## src/rtl/assert_macros.svh

```systemverilog
// Assertion helpers used by the RTL.
`ifndef ASSERT_MACROS_SVH
`define ASSERT_MACROS_SVH

// Same-cycle implication, disabled while reset is asserted.
`define ASSERT_IMPL(lbl, clk, rst_n, ante, cons) \
    lbl: assert property (@(posedge clk) disable iff (!(rst_n)) (ante) |-> (cons)) \
        else $error("assertion failed");

// Next-cycle implication, disabled while reset is asserted.
`define ASSERT_NEXT(lbl, clk, rst_n, ante, cons) \
    lbl: assert property (@(posedge clk) disable iff (!(rst_n)) (ante) |=> (cons)) \
        else $error("assertion failed");

`endif

```

## src/rtl/dftl_pkg.sv

```systemverilog
package dftl_pkg;

    localparam int LINE_BITS_DEF = 16;
    localparam int LINE_OUT_W    = 16;
    localparam int MAX_RES       = 3;

    localparam logic [3:0] K_TEXT    = 4'd0;
    localparam logic [3:0] K_ERR     = 4'd1;
    localparam logic [3:0] K_COMMA   = 4'd2;
    localparam logic [3:0] K_LBRACE  = 4'd3;
    localparam logic [3:0] K_RBRACE  = 4'd4;
    localparam logic [3:0] K_LBRACK  = 4'd5;
    localparam logic [3:0] K_RBRACK  = 4'd6;
    localparam logic [3:0] K_LPAREN  = 4'd7;
    localparam logic [3:0] K_RPAREN  = 4'd8;
    localparam logic [3:0] K_IDENT   = 4'd9;
    localparam logic [3:0] K_NUMBER  = 4'd10;
    localparam logic [3:0] K_STRING  = 4'd11;
    localparam logic [3:0] K_KW_BASE = 4'd12;

    localparam logic [1:0] KW_NONE = 2'd3;

    localparam logic [7:0] C_LF     = 8'h0A;
    localparam logic [7:0] C_SPACE  = 8'h20;
    localparam logic [7:0] C_DQUOTE = 8'h22;
    localparam logic [7:0] C_PCT    = 8'h25;
    localparam logic [7:0] C_SQUOTE = 8'h27;
    localparam logic [7:0] C_LPAREN = 8'h28;
    localparam logic [7:0] C_RPAREN = 8'h29;
    localparam logic [7:0] C_PLUS   = 8'h2B;
    localparam logic [7:0] C_COMMA  = 8'h2C;
    localparam logic [7:0] C_MINUS  = 8'h2D;
    localparam logic [7:0] C_DOT    = 8'h2E;
    localparam logic [7:0] C_AT     = 8'h40;
    localparam logic [7:0] C_LBRACK = 8'h5B;
    localparam logic [7:0] C_RBRACK = 8'h5D;
    localparam logic [7:0] C_USCORE = 8'h5F;
    localparam logic [7:0] C_LBRACE = 8'h7B;
    localparam logic [7:0] C_RBRACE = 8'h7D;
    localparam logic [7:0] C_LO_A   = 8'h61;
    localparam logic [7:0] C_LO_D   = 8'h64;
    localparam logic [7:0] C_LO_E   = 8'h65;
    localparam logic [7:0] C_LO_F   = 8'h66;
    localparam logic [7:0] C_LO_I   = 8'h69;
    localparam logic [7:0] C_LO_L   = 8'h6C;
    localparam logic [7:0] C_LO_N   = 8'h6E;
    localparam logic [7:0] C_LO_O   = 8'h6F;
    localparam logic [7:0] C_LO_R   = 8'h72;
    localparam logic [7:0] C_LO_T   = 8'h74;
    localparam logic [7:0] C_LO_U   = 8'h75;
    localparam logic [7:0] C_LO_B   = 8'h62;

    typedef struct packed {
        logic [3:0] kind;
        logic [7:0] ch;
    } t_res;

    typedef struct packed {
        logic [1:0]                  cnt;
        t_res [MAX_RES-1:0]          res;
        logic [LINE_OUT_W-1:0]       line;
    } t_bundle;

    typedef struct packed {
        logic err_stuck;
    } t_lex_stat;

    function automatic logic [7:0] to_lower(input logic [7:0] c);
        return (c >= 8'h41 && c <= 8'h5A) ? c + 8'd32 : c;
    endfunction

    function automatic logic is_space(input logic [7:0] c);
        return c == C_SPACE || (c >= 8'h09 && c <= 8'h0D);
    endfunction

    function automatic logic is_digit(input logic [7:0] c);
        return c >= 8'h30 && c <= 8'h39;
    endfunction

    function automatic logic is_alpha(input logic [7:0] c);
        logic [7:0] l;
        l = to_lower(c);
        return l >= C_LO_A && l <= 8'h7A;
    endfunction

    function automatic logic num_char(input logic [7:0] c);
        return c == C_PLUS || c == C_MINUS || c == C_DOT || is_digit(c) ||
               c == C_LO_E || c == 8'h45;
    endfunction

    function automatic logic ident_char(input logic [7:0] c);
        return c == C_USCORE || c == C_MINUS || is_digit(c) || is_alpha(c);
    endfunction

    // rest of the keyword after its first letter: ttribute / ata / elation
    function automatic logic [7:0] kw_char(input logic [1:0] sel, input logic [2:0] pos);
        logic [7:0] r;
        r = 8'h00;
        case (sel)
            2'd0: begin
                case (pos)
                    3'd0: r = C_LO_T;
                    3'd1: r = C_LO_T;
                    3'd2: r = C_LO_R;
                    3'd3: r = C_LO_I;
                    3'd4: r = C_LO_B;
                    3'd5: r = C_LO_U;
                    3'd6: r = C_LO_T;
                    default: r = C_LO_E;
                endcase
            end
            2'd1: begin
                case (pos)
                    3'd0: r = C_LO_A;
                    3'd1: r = C_LO_T;
                    3'd2: r = C_LO_A;
                    default: r = 8'h00;
                endcase
            end
            2'd2: begin
                case (pos)
                    3'd0: r = C_LO_E;
                    3'd1: r = C_LO_L;
                    3'd2: r = C_LO_A;
                    3'd3: r = C_LO_T;
                    3'd4: r = C_LO_I;
                    3'd5: r = C_LO_O;
                    3'd6: r = C_LO_N;
                    default: r = 8'h00;
                endcase
            end
            default: r = 8'h00;
        endcase
        return r;
    endfunction

    function automatic logic [3:0] kw_len(input logic [1:0] sel);
        logic [3:0] r;
        case (sel)
            2'd0: r = 4'd8;
            2'd1: r = 4'd3;
            2'd2: r = 4'd7;
            default: r = 4'd0;
        endcase
        return r;
    endfunction

endpackage

```

## src/rtl/dftl_chan_if.sv

```systemverilog
interface dftl_in_if;
    logic       valid;
    logic       ready;
    logic [7:0] char_byte;
    logic       end_of_stream;

    modport source (output valid, output char_byte, output end_of_stream, input ready);
    modport sink   (input valid, input char_byte, input end_of_stream, output ready);
endinterface

interface dftl_out_if;
    logic        valid;
    logic        ready;
    logic [3:0]  item_kind;
    logic [7:0]  text_char;
    logic [15:0] line_number;
    logic        last_of_input;

    modport source (output valid, output item_kind, output text_char, output line_number,
                    output last_of_input, input ready);
    modport sink   (input valid, input item_kind, input text_char, input line_number,
                    input last_of_input, output ready);
endinterface

```

## src/rtl/dftl_lex.sv

```systemverilog
module dftl_lex #(
    parameter int LINE_BITS = dftl_pkg::LINE_BITS_DEF
) (
    input  logic                i_clk,
    input  logic                i_rst_n,
    input  logic                i_take,
    input  logic [7:0]          i_byte,
    input  logic                i_eos,
    output dftl_pkg::t_bundle   o_bundle,
    output dftl_pkg::t_lex_stat o_stat
);
    import dftl_pkg::*;

    typedef enum logic [3:0] {
        M_IDLE, M_COMMENT, M_STRING, M_KW_FIRST, M_KW_MATCH, M_KW_SPACE,
        M_I, M_IN, M_SIGN, M_SIGN_I, M_SIGN_IN, M_NUMBER, M_IDENT
    } t_mode;

    t_mode                r_mode, n_mode;
    logic [3:0]           r_kw_pos, n_kw_pos;
    logic [1:0]           r_kw_sel, n_kw_sel;
    logic                 r_quote, n_quote;
    logic [7:0]           r_held, n_held;
    logic                 r_err, n_err;
    logic [LINE_BITS-1:0] r_line, n_line;

    logic [7:0]          l;
    logic [1:0]          cnt;
    t_res [MAX_RES-1:0]  res;
    logic                do_start;
    logic                do_fail;
    logic                bump;

    always_comb begin
        n_mode   = r_mode;
        n_kw_pos = r_kw_pos;
        n_kw_sel = r_kw_sel;
        n_quote  = r_quote;
        n_held   = r_held;
        n_err    = r_err;
        n_line   = r_line;
        cnt      = 2'd0;
        res      = '0;
        do_start = 1'b0;
        do_fail  = 1'b0;
        bump     = 1'b0;
        l        = to_lower(i_byte);

        if (r_err) begin
            res[cnt].kind = K_ERR;
            cnt = cnt + 2'd1;
        end else if (i_eos) begin
            case (r_mode)
                M_NUMBER, M_SIGN: begin
                    res[cnt].kind = K_NUMBER;
                    cnt = cnt + 2'd1;
                end
                M_IDENT, M_I: begin
                    res[cnt].kind = K_IDENT;
                    cnt = cnt + 2'd1;
                end
                M_IN: begin
                    res[cnt].ch = r_held;
                    cnt = cnt + 2'd1;
                    res[cnt].kind = K_IDENT;
                    cnt = cnt + 2'd1;
                end
                default: ;
            endcase
            do_fail = 1'b1;
        end else begin
            case (r_mode)
                M_COMMENT: begin
                    if (i_byte == C_LF) begin
                        bump   = 1'b1;
                        n_mode = M_IDLE;
                    end
                end
                M_STRING: begin
                    if (i_byte == (r_quote ? C_SQUOTE : C_DQUOTE)) begin
                        res[cnt].kind = K_STRING;
                        cnt = cnt + 2'd1;
                        n_mode = M_IDLE;
                    end else begin
                        res[cnt].ch = i_byte;
                        cnt = cnt + 2'd1;
                    end
                end
                M_KW_FIRST: begin
                    n_kw_pos = 4'd0;
                    n_mode   = M_KW_MATCH;
                    if (l == C_LO_A) n_kw_sel = 2'd0;
                    else if (l == C_LO_D) n_kw_sel = 2'd1;
                    else if (l == C_LO_R) n_kw_sel = 2'd2;
                    else do_fail = 1'b1;
                end
                M_KW_MATCH: begin
                    if (r_kw_sel == KW_NONE || r_kw_pos > 4'd7 ||
                        l != kw_char(r_kw_sel, r_kw_pos[2:0])) begin
                        do_fail = 1'b1;
                    end else begin
                        n_kw_pos = r_kw_pos + 4'd1;
                        if (n_kw_pos == kw_len(r_kw_sel)) n_mode = M_KW_SPACE;
                    end
                end
                M_KW_SPACE: begin
                    if (is_space(i_byte) && r_kw_sel != KW_NONE) begin
                        res[cnt].kind = K_KW_BASE + {2'b00, r_kw_sel};
                        cnt = cnt + 2'd1;
                        do_start = 1'b1;
                    end else begin
                        do_fail = 1'b1;
                    end
                end
                M_I: begin
                    if (l == C_LO_N) begin
                        n_held = i_byte;
                        n_mode = M_IN;
                    end else if (ident_char(i_byte)) begin
                        res[cnt].ch = i_byte;
                        cnt = cnt + 2'd1;
                        n_mode = M_IDENT;
                    end else begin
                        res[cnt].kind = K_IDENT;
                        cnt = cnt + 2'd1;
                        do_start = 1'b1;
                    end
                end
                M_IN: begin
                    if (l == C_LO_F) begin
                        res[cnt].ch = C_LO_N;
                        cnt = cnt + 2'd1;
                        res[cnt].ch = C_LO_F;
                        cnt = cnt + 2'd1;
                        res[cnt].kind = K_NUMBER;
                        cnt = cnt + 2'd1;
                        n_mode = M_IDLE;
                    end else begin
                        res[cnt].ch = r_held;
                        cnt = cnt + 2'd1;
                        if (ident_char(i_byte)) begin
                            res[cnt].ch = i_byte;
                            cnt = cnt + 2'd1;
                            n_mode = M_IDENT;
                        end else begin
                            res[cnt].kind = K_IDENT;
                            cnt = cnt + 2'd1;
                            do_start = 1'b1;
                        end
                    end
                end
                M_SIGN: begin
                    if (l == C_LO_I) begin
                        res[cnt].ch = C_LO_I;
                        cnt = cnt + 2'd1;
                        n_mode = M_SIGN_I;
                    end else if (num_char(i_byte)) begin
                        res[cnt].ch = i_byte;
                        cnt = cnt + 2'd1;
                        n_mode = M_NUMBER;
                    end else begin
                        res[cnt].kind = K_NUMBER;
                        cnt = cnt + 2'd1;
                        do_start = 1'b1;
                    end
                end
                M_SIGN_I: begin
                    if (l == C_LO_N) begin
                        res[cnt].ch = C_LO_N;
                        cnt = cnt + 2'd1;
                        n_mode = M_SIGN_IN;
                    end else begin
                        do_fail = 1'b1;
                    end
                end
                M_SIGN_IN: begin
                    if (l == C_LO_F) begin
                        res[cnt].ch = C_LO_F;
                        cnt = cnt + 2'd1;
                        res[cnt].kind = K_NUMBER;
                        cnt = cnt + 2'd1;
                        n_mode = M_IDLE;
                    end else begin
                        do_fail = 1'b1;
                    end
                end
                M_NUMBER: begin
                    if (num_char(i_byte)) begin
                        res[cnt].ch = i_byte;
                        cnt = cnt + 2'd1;
                    end else begin
                        res[cnt].kind = K_NUMBER;
                        cnt = cnt + 2'd1;
                        do_start = 1'b1;
                    end
                end
                M_IDENT: begin
                    if (ident_char(i_byte)) begin
                        res[cnt].ch = i_byte;
                        cnt = cnt + 2'd1;
                    end else begin
                        res[cnt].kind = K_IDENT;
                        cnt = cnt + 2'd1;
                        do_start = 1'b1;
                    end
                end
                default: do_start = 1'b1;
            endcase
        end

        // token start on the current byte
        if (do_start) begin
            n_mode = M_IDLE;
            if (is_space(i_byte)) begin
                if (i_byte == C_LF) bump = 1'b1;
            end else begin
                case (i_byte)
                    C_PCT:    n_mode = M_COMMENT;
                    C_COMMA:  begin res[cnt].kind = K_COMMA;  cnt = cnt + 2'd1; end
                    C_LBRACE: begin res[cnt].kind = K_LBRACE; cnt = cnt + 2'd1; end
                    C_RBRACE: begin res[cnt].kind = K_RBRACE; cnt = cnt + 2'd1; end
                    C_LBRACK: begin res[cnt].kind = K_LBRACK; cnt = cnt + 2'd1; end
                    C_RBRACK: begin res[cnt].kind = K_RBRACK; cnt = cnt + 2'd1; end
                    C_LPAREN: begin res[cnt].kind = K_LPAREN; cnt = cnt + 2'd1; end
                    C_RPAREN: begin res[cnt].kind = K_RPAREN; cnt = cnt + 2'd1; end
                    C_DQUOTE: begin n_quote = 1'b0; n_mode = M_STRING; end
                    C_SQUOTE: begin n_quote = 1'b1; n_mode = M_STRING; end
                    C_AT:     n_mode = M_KW_FIRST;
                    C_LO_I: begin
                        res[cnt].ch = i_byte;
                        cnt = cnt + 2'd1;
                        n_mode = M_I;
                    end
                    C_PLUS, C_MINUS: begin
                        res[cnt].ch = i_byte;
                        cnt = cnt + 2'd1;
                        n_mode = M_SIGN;
                    end
                    default: begin
                        if (i_byte == C_DOT || is_digit(i_byte)) begin
                            res[cnt].ch = i_byte;
                            cnt = cnt + 2'd1;
                            n_mode = M_NUMBER;
                        end else if (i_byte == C_USCORE || is_alpha(i_byte)) begin
                            res[cnt].ch = i_byte;
                            cnt = cnt + 2'd1;
                            n_mode = M_IDENT;
                        end else begin
                            do_fail = 1'b1;
                        end
                    end
                endcase
            end
        end

        if (do_fail) begin
            res[cnt].kind = K_ERR;
            cnt = cnt + 2'd1;
            n_err  = 1'b1;
            n_mode = M_IDLE;
        end

        if (bump && r_line != {LINE_BITS{1'b1}}) n_line = r_line + 1'b1;
    end

    always_ff @(posedge i_clk) begin
        if (!i_rst_n) begin
            r_mode   <= M_IDLE;
            r_kw_pos <= 4'd0;
            r_kw_sel <= 2'd0;
            r_quote  <= 1'b0;
            r_held   <= 8'd0;
            r_err    <= 1'b0;
            r_line   <= {{(LINE_BITS-1){1'b0}}, 1'b1};
        end else if (i_take) begin
            r_mode   <= n_mode;
            r_kw_pos <= n_kw_pos;
            r_kw_sel <= n_kw_sel;
            r_quote  <= n_quote;
            r_held   <= n_held;
            r_err    <= n_err;
            r_line   <= n_line;
        end
    end

    // all results of one byte carry the line count from before that byte
    assign o_bundle.cnt  = cnt;
    assign o_bundle.res  = res;
    assign o_bundle.line = LINE_OUT_W'(r_line);
    assign o_stat.err_stuck = r_err;

endmodule

```

## src/rtl/dftl_obuf.sv

```systemverilog
module dftl_obuf (
    input  logic              i_clk,
    input  logic              i_rst_n,
    input  logic              i_load,
    input  dftl_pkg::t_bundle i_bundle,
    output logic              o_free,
    dftl_out_if.source        o_res
);
    import dftl_pkg::*;

    logic       r_valid;
    logic [1:0] r_idx;
    t_bundle    r_bundle;
    logic       last;

    assign last   = r_idx == r_bundle.cnt - 2'd1;
    assign o_free = !r_valid || (o_res.ready && last);

    always_ff @(posedge i_clk) begin
        if (!i_rst_n) begin
            r_valid <= 1'b0;
            r_idx   <= 2'd0;
        end else if (i_load) begin
            r_valid <= 1'b1;
            r_idx   <= 2'd0;
        end else if (r_valid && o_res.ready) begin
            if (last) r_valid <= 1'b0;
            else r_idx <= r_idx + 2'd1;
        end
    end

    always_ff @(posedge i_clk) begin
        if (i_load) r_bundle <= i_bundle;
    end

    assign o_res.valid         = r_valid;
    assign o_res.item_kind     = r_bundle.res[r_idx].kind;
    assign o_res.text_char     = r_bundle.res[r_idx].ch;
    assign o_res.line_number   = r_bundle.line;
    assign o_res.last_of_input = last;

endmodule

```

## src/rtl/data_file_token_lexer_core.sv

```systemverilog
// Path: an accepted request passes the input register, then the result register,
//   where its first result shows; it waits in the input register while free is low.
// Throughput: one request per cycle while each has at most one result and o_res is
//   ready; a request with n results holds the result register until all are taken.
// Reset: synchronous, active low; lexer idle, line count 1, error cleared.
module data_file_token_lexer_core #(
    parameter int LINE_BITS = dftl_pkg::LINE_BITS_DEF
) (
    input  logic       i_clk,
    input  logic       i_rst_n,
    dftl_in_if.sink    i_req,
    dftl_out_if.source o_res
);
    import dftl_pkg::*;
    `include "assert_macros.svh"

    logic       r_in_valid;
    logic [7:0] r_in_byte;
    logic       r_in_eos;
    logic       consume;
    logic       load;
    logic       free;
    t_bundle    bundle;
    t_lex_stat  lex_stat;

    assign consume     = r_in_valid && free;
    assign load        = consume && bundle.cnt != 2'd0;
    assign i_req.ready = !r_in_valid || consume;

    always_ff @(posedge i_clk) begin
        if (!i_rst_n) begin
            r_in_valid <= 1'b0;
        end else if (i_req.ready) begin
            r_in_valid <= i_req.valid;
        end
    end

    always_ff @(posedge i_clk) begin
        if (i_req.valid && i_req.ready) begin
            r_in_byte <= i_req.char_byte;
            r_in_eos  <= i_req.end_of_stream;
        end
    end

    dftl_lex #(
        .LINE_BITS (LINE_BITS)
    ) u_lex (
        .i_clk    (i_clk),
        .i_rst_n  (i_rst_n),
        .i_take   (consume),
        .i_byte   (r_in_byte),
        .i_eos    (r_in_eos),
        .o_bundle (bundle),
        .o_stat   (lex_stat)
    );

    dftl_obuf u_obuf (
        .i_clk    (i_clk),
        .i_rst_n  (i_rst_n),
        .i_load   (load),
        .i_bundle (bundle),
        .o_free   (free),
        .o_res    (o_res)
    );

    `ASSERT_IMPL(a_err_single, i_clk, i_rst_n, consume && lex_stat.err_stuck, bundle.cnt == 2'd1 && bundle.res[0].kind == K_ERR)
    `ASSERT_NEXT(a_req_held, i_clk, i_rst_n, i_req.valid && i_req.ready, r_in_valid)
    `ASSERT_IMPL(a_char_zero, i_clk, i_rst_n, o_res.valid && o_res.item_kind != K_TEXT, o_res.text_char == 8'd0)

endmodule

```

## src/flat_wrapper.sv

```systemverilog
// flat-port wrapper written by rule: the top's interface ports become plain ports
module data_file_token_lexer_core_flat import dftl_pkg::*;
#(
    parameter int LINE_BITS = dftl_pkg::LINE_BITS_DEF
)
  (i_clk, i_rst_n, i_req_valid, i_req_char_byte, i_req_end_of_stream, i_req_ready, o_res_valid, o_res_item_kind, o_res_text_char, o_res_line_number, o_res_last_of_input, o_res_ready);
  dftl_in_if i_req_i ();
  dftl_out_if o_res_i ();
  input  logic i_clk;
  input  logic i_rst_n;
  input wire logic [$bits(i_req_i.valid)-1:0] i_req_valid;
  input wire logic [$bits(i_req_i.char_byte)-1:0] i_req_char_byte;
  input wire logic [$bits(i_req_i.end_of_stream)-1:0] i_req_end_of_stream;
  output wire logic [$bits(i_req_i.ready)-1:0] i_req_ready;
  output wire logic [$bits(o_res_i.valid)-1:0] o_res_valid;
  output wire logic [$bits(o_res_i.item_kind)-1:0] o_res_item_kind;
  output wire logic [$bits(o_res_i.text_char)-1:0] o_res_text_char;
  output wire logic [$bits(o_res_i.line_number)-1:0] o_res_line_number;
  output wire logic [$bits(o_res_i.last_of_input)-1:0] o_res_last_of_input;
  input wire logic [$bits(o_res_i.ready)-1:0] o_res_ready;
  assign i_req_i.valid = i_req_valid;
  assign i_req_i.char_byte = i_req_char_byte;
  assign i_req_i.end_of_stream = i_req_end_of_stream;
  assign i_req_ready = i_req_i.ready;
  assign o_res_valid = o_res_i.valid;
  assign o_res_item_kind = o_res_i.item_kind;
  assign o_res_text_char = o_res_i.text_char;
  assign o_res_line_number = o_res_i.line_number;
  assign o_res_last_of_input = o_res_i.last_of_input;
  assign o_res_i.ready = o_res_ready;
  data_file_token_lexer_core #(.LINE_BITS(LINE_BITS)) u_core (.i_clk(i_clk), .i_rst_n(i_rst_n), .i_req(i_req_i), .o_res(o_res_i));
endmodule
```

## config.mk

```make
export PLATFORM = sky130hd
export DESIGN_NAME = data_file_token_lexer_core_flat
export DESIGN_NICKNAME = d
export VERILOG_FILES = /design/src/rtl/dftl_pkg.sv /design/src/rtl/dftl_chan_if.sv /design/src/rtl/dftl_lex.sv /design/src/rtl/dftl_obuf.sv /design/src/rtl/data_file_token_lexer_core.sv /design/src/flat_wrapper.sv
export VERILOG_INCLUDE_DIRS = /design/src /design/src/rtl
export SDC_FILE = /design/constraint.sdc
export NUM_CORES = 1
export LEC_CHECK = 0
export BUFFER_PORTS_ARGS = -buffer_cell sky130_fd_sc_hd__buf_2
export CORE_MARGIN = 1
export CORE_UTILIZATION = 40
export CTS_BUF_LIST = sky130_fd_sc_hd__clkbuf_4 sky130_fd_sc_hd__clkbuf_8 sky130_fd_sc_hd__clkbuf_16
export DETAILED_ROUTE_END_ITERATION = 10
export HOLD_SLACK_MARGIN = 0.05
export SYNTH_ARGS = -nofsm -noshare
export SYNTH_HDL_FRONTEND = slang
export SYNTH_SLANG_ARGS = --single-unit
```

## constraint.sdc

```tcl
create_clock -name i_clk -period 5.3 [get_ports i_clk]
set_input_delay 0.53 -clock i_clk [delete_from_list [all_inputs] [get_ports i_clk]]
set_output_delay 0.53 -clock i_clk [all_outputs]
set_load 0.05 [all_outputs]
```

### Yosys cells after proc, flatten, opt, wreduce, memory -nomap -nowiden

Index checks and enable logic that the tools add are counted.

* $add $sub $neg: 8
* $lt $le $gt $ge: 14
* equal/unequal tests: 63
* reductions and logical operators: 63
* bitwise gates (word level): 5
* mux-type cells: 144

Operators by type and width (count)
* $bwmux 36: 9
* $pmux 36 s9: 1
* $mux 36: 5
* $mux 4: 36
* $eq 8x7->1 const B: 15
* $mux 8: 15
* $eq 8x6->1 const B: 10
* $demux 12 s2: 3
* $mux 12: 6
* $pmux 8 s8: 1
* $pmux 7 s7: 1
* $pmux 4 s6: 2
* $mux 1: 36
* $pmux 4 s9: 1
* $pmux 5 s5: 1
* $bmux 12 s2: 1
* $ne 4x4->1 const B: 6
* $pmux 4 s2: 3
* $pmux 8 s3: 1
* $mux 2: 11
* $eq 4x4->1 const B: 5
* $add 16x1->16 const B: 1
* $eq 4x3->1 const B: 4
* $ge 8x7->1 const B: 2
* other kinds (59): 121

* output and inout port bits: 31
* bits of input ports: 13
* flip-flop bits (word level): 103

### Longest topological paths before layout

Gate-level depths: netlist of the first run.

* depth in word-level cells: 23
* depth in mapped cells: 16

### Modules after synthesis

A second synthesis of the first run with hierarchy kept.

* cells, all modules: 804
* area, all modules: 7078.0 µm²

By module, submodules not included
* dftl_lex: sequential area each 720.7 µm², area an instance 4565.6 µm², times used 1, cells an instance 655
* dftl_obuf: sequential area each 1681.6 µm², area an instance 2174.6 µm², times used 1, cells an instance 133
* data_file_token_lexer_core: sequential area each 290.3 µm², area an instance 337.8 µm², times used 1, cells an instance 16

### Worst setup path before layout of the first run

No wires, ideal clock.

* path kind: flip-flop to flip-flop
* start: reg u_core.r_in_byte[5]
* end: reg u_core.u_obuf.r_bundle (netlist bit u_core.u_obuf.o_res.line_number[0]), enable pin
* setup slack: -0.267 ns
* stages on the path, launching flop included: 16
* clock period less this slack: 5.567 ns
* data required time: 4.882 ns
* setup time: 0.418 ns
* arrival: 5.149 ns
* path through: edfxtp_1 -> buf_6 -> clkinv_1 -> ha_1 -> or4b_4 -> a211oi_4 -> o21ai_1 -> nor2_1 -> a32oi_1 -> nor3b_1 -> inv_1 -> ha_1 -> mux2i_1 -> ha_1 -> or3b_4 -> and3_1

* cells in the longest elaborated chain, start to end: 18
* elaborated cells on any way between the ends: 98

RTL lines
* start, declared: line data_file_token_lexer_core.sv:18 `logic [7:0] r_in_byte;`
* start signal, assigned: line data_file_token_lexer_core.sv:40 `r_in_byte <= i_req.char_byte;`
* $ge 8x7->1 (tied with other cells): line dftl_pkg.sv:69 `return (c >= 8'h41 && c <= 8'h5A) ? c + 8'd32 : c;`
* $logic_and 1x1->1, on equally long branches: line dftl_pkg.sv:69, dftl_pkg.sv:73
* $mux 8 / $logic_or 1x1->1 (equally long branches): line dftl_pkg.sv:69, dftl_pkg.sv:73
* $eq 8x7->1 (tied with other cells): line dftl_lex.sv:116, dftl_lex.sv:168
* $mux 1 (tied with other cells): line dftl_lex.sv:168 `if (l == C_LO_N) begin`
* $pmux 2 s6 / $mux 1 (equally long branches): line dftl_lex.sv:72, dftl_lex.sv:93
* $mux 2 / $mux 1 (equally long branches): line dftl_lex.sv:52, dftl_lex.sv:92
* $mux 2 / $pmux 1 s5 (equally long branches): line dftl_lex.sv:49, dftl_lex.sv:72
* [3 not listed]
* $pmux 2 s2 / $mux 1 (equally long branches): line dftl_lex.sv:217, dftl_lex.sv:240
* $mux 2 / $mux 1 (equally long branches): line dftl_lex.sv:214, dftl_lex.sv:217
* $mux 2 / $mux 1 (equally long branches): line dftl_lex.sv:212, dftl_lex.sv:214
* $add 2x1->2 / $mux 1 (equally long branches): line dftl_lex.sv:258, dftl_lex.sv:212
* $mux 2 (*): line dftl_lex.sv:256 `if (do_fail) begin`
* $reduce_bool 2->1 (*): line data_file_token_lexer_core.sv:27 `assign load = consume && bundle.cnt != 2'd0;`
* $logic_and 1x1->1 (*): line data_file_token_lexer_core.sv:27
* via u_core.load: line data_file_token_lexer_core.sv:21 `logic load;`
* end signal, assigned: line dftl_obuf.sv:33 `if (i_load) r_bundle <= i_bundle;`
* end, declared: line dftl_obuf.sv:13 `t_bundle r_bundle;`

Mark *: on every way through the listed nets, which the timed path passes. The rest lies on a longest branch.
A chain may end at the register's enable or synchronous reset.

### Worst setup path after layout of the first run

* start: reg u_core.r_in_byte[5]
* end: reg u_core.u_obuf.r_bundle[33] (netlist name), enable pin

Same word-level chain as after synthesis.

==> flow_summary.json, run 1 <==
{
  "worstSetupPathType": "reg -> reg",
  "timing.rr.start": "u_core.r_in_byte[5]$_DFFE_PP_",
  "p_leak_nw": 2.87,
  "synth_edf_count": 63,
  "hold_path_depth": 1,
  "gr-total-overflow": 0,
  "critPathMaxFanout": 38,
  "fin_setup_tns_ns": 0,
  "gr-usage-met1_pct": 30.7,
  "fp-row-count": 49,
  "fin_skew_ns": 0.00892,
  "final_cell_mix": "nand2_1 (93), edfxtp_1 (63), nor2_1 (60)",
  "grt_util_met2_pct": 35.8,
  "htree_levels": 3,
  "power_density_nw_per_um2": 244,
  "place.gp.congestion": 0.939,
  "detail_route.wl_per_cell_um": 19.1,
  "critPathRequiredTime_ns": 5.35,
  "met3_usage_pct": 4.42,
  "drt-pass1-iter-count": 6,
  "final_common_cell": "nand2_1",
  "start_kind": "flip-flop",
  "vdd_drop_max_mv": 0.135,
  "nets": 879,
  "clk_latency_ns": 0.36,
  "fp.dieW_um": 137,
  "cts.path.max_buffers": 2,
  "area_growth_pct": 9.77,
  "antenna_left": 0,
  "grt_first_pass_wirelength_um": 32500,
  "netlist_instances": 825,
  "top_usage_layer": "met2",
  "maxCapViolCount": 0,
  "die_h_um": 137,
  "hold_violations": 0,
  "hpwl_um": 15800,
  "syn_area_per_cell_um2": 8.87,
  "hold_path_class": "in -> reg",
  "die_area_um2": 18800,
  "tritoncts": "done",
  "slew_headroom_pct": 32.0,
  "wl_um": 20700,
  "r2r_cells": 14,
  "drc_errors": 0,
  "setup_violations": 0,
  "period_needed_ns": 4.87,
  "vias_per_cell": 5.85,
  "start_util_pct": 40.7,
  "worst_ep_arrival_time_ns": 4.92,
  "ff2ff_setup_slack_ns": 0.43,
  "clkSinkCount": 103,
  "tightest_slew_ns": 1.02,
  "ys_seq_elements": 103,
  "core_area_um2": 18000,
  "rsz0062_at_grt": "no",
  "final_util_pct": 44.7,
  "r2r-end": "u_core.u_obuf.r_bundle[33]$_DFFE_PP_",
  "cts_buffers": 9,
  "synth_ff_type": "edfxtp_1",
  "yosys_warnings": 0,
  "async_reset_ff_share_pct": 0,
  "ys_seq_area_share_pct": 36.8,
  "synth_cell_types": 96,
  "antenna_found_initial": 0,
  "drive_above_1_share_pct": 14.6,
  "cts-root-buf": "clkbuf_16",
  "grt_usage_pct": 22.9,
  "clock.fmax_mhz": 205,
  "initialDrtViolationCount": 694,
  "syn_area_um2": 7310,
  "clk_pin_slew_ns": 0.07,
  "outcome": "completed",
  "timing.final.crit_share_pct": 91.9,
  "num_antenna_cells": 0,
  "hold_start": "i_req_char_byte[2]",
  "end_kind": "flip-flop",
  "hold-path-endpoint": "u_core.r_in_byte[2]$_DFFE_PP_",
  "maxSlewViolCount": 0,
  "num_vias": 6314,
  "port_buffers": 43,
  "postCtsHoldBufs": 0,
  "io_pins": 44,
  "post_cts_buffers": 0,
  "grt_max_degree": 40,
  "grt_pass1_vias": 5813
}
==> state kept, by name, indices dropped and copies added (netlist names) <==
signal                           cells
u_core.u_lex.r_mode                  4
u_core.u_lex.r_quote                 1
u_core.r_in_byte                     8
u_core.u_obuf.r_bundle              38
u_core.r_in_valid                    1
u_core.u_lex.r_kw_pos                4
u_core.u_lex.r_held                  8
u_core.u_obuf.o_res.line_number     16
u_core.r_in_eos                      1
u_core.u_lex.r_kw_sel                2
u_core.u_lex.r_line                 16
u_core.u_lex.o_stat                  1
u_core.u_obuf.o_res.valid            1
u_core.u_obuf.r_idx                  2
==> repair_timing <==
item                                    4_1_cts  5_1_grt
endpoints found under the setup margin        0       38
endpoints found under the hold margin         0        0
resized for setup                             0        1
==> how the worst max path moves through the flow <==
stage | startpoint | end | slack (ns) | cells past startpoint
floorplan | u_core.r_in_byte[5]$_DFFE_PP_ | u_core.u_obuf.o_res.line_number[0]$_DFFE_PP_ | 0.32 | 15
detailed placement | u_core.r_in_byte[5]$_DFFE_PP_ | u_core.u_obuf.r_bundle[41]$_DFFE_PP_ | 0.29 | 14
CTS | u_core.r_in_byte[5]$_DFFE_PP_ | u_core.u_obuf.r_bundle[17]$_DFFE_PP_ | 0.26 | 14
global placement | u_core.r_in_byte[5]$_DFFE_PP_ | u_core.u_obuf.r_bundle[46]$_DFFE_PP_ | 0.45 | 14
finish | u_core.r_in_byte[5]$_DFFE_PP_ | u_core.u_obuf.r_bundle[33]$_DFFE_PP_ | 0.43 | 14
global route | u_core.r_in_byte[5]$_DFFE_PP_ | u_core.u_obuf.r_bundle[33]$_DFFE_PP_ | 0.12 | 14
==> synthesized netlist by cell type, drive strengths merged, types with 5 or more instances <==
cell	count	area [um^2]
a41oi	6	71.3
nor2b	22	140
edfxtp	63	1890
o2111ai	5	67.6
a21oi	37	189
or2	6	40.0
nand4	6	37.5
a31oi	9	56.3
xnor2	12	113
nand2b	12	75.1
and3	18	118
clkbuf	34	128
nor3b	6	50.1
xor2	10	87.6
buf	31	210
o211ai	6	50.1
nand3	23	128
dfxtp	40	801
nand3b	6	45.0
o21a	8	60.1
mux2i	19	190
or3	11	68.8
o21ai	50	250
a22o	13	114
a21o	8	60.1
a32oi	8	70.1
o22ai	11	68.8
nor4	7	58.8
inv	25	93.8
a21boi	14	116
ha	21	263
and2	29	181
nor3	22	120
a211oi	6	62.6
nor2	60	225
nand2	93	349
==> layer usage <==
layer  vias up  wire (um)
met5         -          0
met1      2962       9390
met3        55       1140
li1       3076          -
met4         0        734
met2       221       9400
==> power by group <==
| part | total (mW) | internal (mW) | switching, mW |
|---|---|---|---|
| clock network | 0.683 | 0.385 | 0.298 |
| registers | 0.926 | 0.898 | 0.0287 |
| logic | 0.352 | 0.106 | 0.245 |
==> layout make-up <==
cell class	count	area [um^2]
Clock buffer	11	246
Clock inverter	5	56.3
Fill cell	1752	9930
Inverter	26	97.6
Multi-Input combinational cell	632	4200
Sequential cell	103	2690
Tap cell	229	287
Timing Repair Buffer	73	453
==> through the flow <==
step | hold WS (ns) | instance area, um^2 | cells | setup WS, ns | power [mW]
floorplan | 0.431 | 7320 | 826 | 0.318 | 1.21
global placement | 0.449 | 7720 | 1063 | 0.445 | 1.29
detailed placement | 0.452 | 7720 | 1063 | 0.291 | 1.29
CTS | 0.338 | 8030 | 1079 | 0.265 | 1.97
global route | 0.333 | 8030 | 1079 | 0.123 | 2.04
finish | 0.342 | 8030 | 1079 | 0.429 | 1.96
==> kinds of logic after synthesis <==
logic type | synth area share [%]
compound gates | 24.0
xor+xnor | 2.74
fa+ha+maj | 3.59
buf+inv | 5.95
flops | 36.8
mux | 2.75
other cells | 0.0513
simple gates | 24.1
==> worst max-delay path, cell delays in order, from the launching register on <==
cell and delay (ns):
edfxtp_1 0.37, clkinv_1 0.09, ha_1 0.33, or4b_4 0.54
a211oi_4 0.36, a21boi_1 0.30, nor2_1 0.12, nor2_1 0.35
o32ai_4 0.18, ha_1 0.34, mux2i_1 0.34, ha_1 0.33
or3b_4 0.26, and3_4 0.36, buf_12 0.26
Note: power is estimated with default switching activity, not from simulation.
==> inputs of run 2 (changes only) <==
ABC_AREA = 1   (was unset)
RECOVER_POWER = 100   (was unset)
==> run 2 against run 1 <==
Register-to-register slack better by 0.07 ns. Combinational power up 5%. Flip-flop and latch count unchanged. Design area down 2.5%. Sequential share of layout area up 0.86 points. Sequential power about the same. Critical path type unchanged. Critical endpoint is now u_core.u_obuf.r_bundle[42]$_DFFE_PP_.
==> flow_summary.json, run 2 <==
{
  "outcome": "completed",
  "grt_usage_pct": 22.9,
  "synth_edf_count": 63,
  "start_kind": "flip-flop",
  "grt_max_degree": 39,
  "clkSinkCount": 103,
  "netlist_instances": 966,
  "yosys.area.top_type": "edfxtp_1",
  "nets": 1021,
  "initialDrtViolationCount": 512,
  "cts_buffers": 9,
  "ys_seq_area_share_pct": 36.8,
  "hold_path_depth": 1,
  "die_area_um2": 18900,
  "port_buffers": 43,
  "worst_ep_arrival_time_ns": 4.85,
  "die_h_um": 137,
  "ys_seq_elements": 103,
  "fin_setup_tns_ns": 0,
  "cts-root-buf": "clkbuf_16",
  "detail_route.wl_per_cell_um": 17.0,
  "drive_above_1_share_pct": 11.6,
  "yosys_warnings": 0,
  "clk_pin_slew_ns": 0.08,
  "gr-total-overflow": 0,
  "hold_violations": 0,
  "tritoncts": "done",
  "postCtsHoldBufs": 0,
  "final_common_cell": "nand2_1",
  "rsz0062_at_grt": "no",
  "p_leak_nw": 3.12,
  "io_pins": 44,
  "post_cts_buffers": 0,
  "fin_skew_ns": 0.0123,
  "drt-pass1-iter-count": 6,
  "synthTopCellsByArea": "edfxtp_1 (26%), dfxtp_1 (11%), nand2_1 (8.5%)",
  "syn_area_um2": 7320,
  "syn_area_per_cell_um2": 7.58,
  "setup_violations": 0,
  "end_kind": "flip-flop",
  "hold_path_class": "in -> reg",
  "area_growth_pct": 6.88,
  "clk_latency_ns": 0.37,
  "period_needed_ns": 4.80,
  "fillers": 1890,
  "place.gp.congestion": 1.01,
  "r2r_cells": 21,
  "ctsResizeCount": 0,
  "p_total_mw": 1.99,
  "drc_errors": 0,
  "timing.final.crit_share_pct": 90.5,
  "hpwl_um": 16100,
  "antenna_left": 0,
  "largest_register_ffs": 38,
  "async_reset_ff_share_pct": 0,
  "worstSetupPathType": "reg -> reg",
  "tightest_slew_ns": 1.07,
  "start_util_pct": 40.8,
  "antenna_found_initial": 0,
  "maxSlewViolCount": 0,
  "maxCapViolCount": 0,
  "num_vias": 6634,
  "vdd_drop_max_mv": 0.150,
  "htree_levels": 3,
  "vias_per_cell": 5.43,
  "critPathMaxFanout": 38,
  "num_antenna_cells": 0,
  "core_area_um2": 18000,
  "synth_top_area_share_pct": 25.8,
  "synth_cell_types": 61,
  "yosysMostFrequentCell": "nand2_1",
  "final_cell_mix": "nand2_1 (170), nor2_1 (120), inv_1 (117)",
  "synth_common_cells": "nand2_1 (166), nor2_1 (118), inv_1 (116)",
  "slew_headroom_pct": 27.8,
  "grt_pass1_vias": 6166,
  "regMostFlops": "u_core.u_obuf.r_bundle",
  "clock.fmax_mhz": 208,
  "wl_um": 20700,
  "cts.path.max_buffers": 2,
  "critPathRequiredTime_ns": 5.35,
  "grt_first_pass_wirelength_um": 32700,
  "fp.dieW_um": 137,
  "synth_ff_type": "edfxtp_1",
  "power_density_nw_per_um2": 254,
  "fp-row-count": 49
}
run 2: worst paths after layout:
kind	startpoint	end	slack [ns]
worst max-delay path	u_core.r_in_byte[4]$_DFFE_PP_	u_core.u_obuf.r_bundle[42]$_DFFE_PP_	0.50
worst min-delay path	i_req_char_byte[6]	u_core.r_in_byte[6]$_DFFE_PP_	0.33
worst max register to register	u_core.r_in_byte[4]$_DFFE_PP_	u_core.u_obuf.r_bundle[42]$_DFFE_PP_	0.50
worst min register to register	u_core.u_lex.r_held[1]$_SDFFE_PN0P_	u_core.u_lex.r_held[1]$_SDFFE_PN0P_	0.45
run 2: critical path, cell delays in order (launching register included):
cell      delay, ns
edfxtp_1       0.74
inv_2          0.23
nor2_1         0.16
nand3_2        0.10
nand2_4        0.11
nand3_1        0.11
nand2_4        0.14
nor2_8         0.06
nand3_1        0.09
nand2_1        0.12
nor2_8         0.23
nand3_4        0.12
nand3_1        0.32
nand3_1        0.45
o21ai_2        0.30
ha_1           0.26
nand2_1        0.08
o21ai_2        0.08
nand2_2        0.09
nand2_2        0.07
inv_2          0.33
buf_12         0.27
run 2: layout make-up:
class | instances | area, um^2 | area share, %
multi-input cells | 688 | 3780 | 48.3
flip-flops and latches | 103 | 2690 | 34.4
repair buffers | 50 | 239 | 3.05
well taps | 229 | 287 | 3.66
clock inverters | 7 | 90.1 | 1.15
inverters | 135 | 514 | 6.57
clock buffers | 9 | 225 | 2.88
run 2: stage by stage:
stage	setup WS [ns]	cell area (um^2)	util, %	hold WS, ns	std cells
2_1_floorplan	0.736	7330	-	0.430	967
3_3_place_gp	0.836	7640	42.5	0.438	1205
3_5_place_dp	0.695	7640	42.5	0.443	1205
4_1_cts	0.677	7950	44.3	0.328	1221
5_1_grt	0.110	7830	43.6	0.328	1221
6_report	0.503	7830	43.6	0.332	1221
run 2: logic make-up after synthesis:
group,count (synthesis),synth area share (%)
and+or+nand+nor,488,33.9
xor gates and xnor gates,8,0.957
DFF,103,36.8
other,1,0.0512
AOI/OAI and AO/OA,169,14.2
buffers and inverters,176,10.6
adders and majority gates,21,3.59
run 2: report_power, final:
part,internal [mW],switching [mW]
clock network,0.340,0.353
logic,0.0888,0.281
registers,0.900,0.0272
total,1.33,0.662
run 2: layer usage:
metal  track usage, %  routed length [um]  up-vias
met3             4.23                1260       45
met4             8.18                 527        0
met5                0                   0        -
met1             30.5                9450     3055
li1                 -                   -     3297
met2             37.0                9510      237
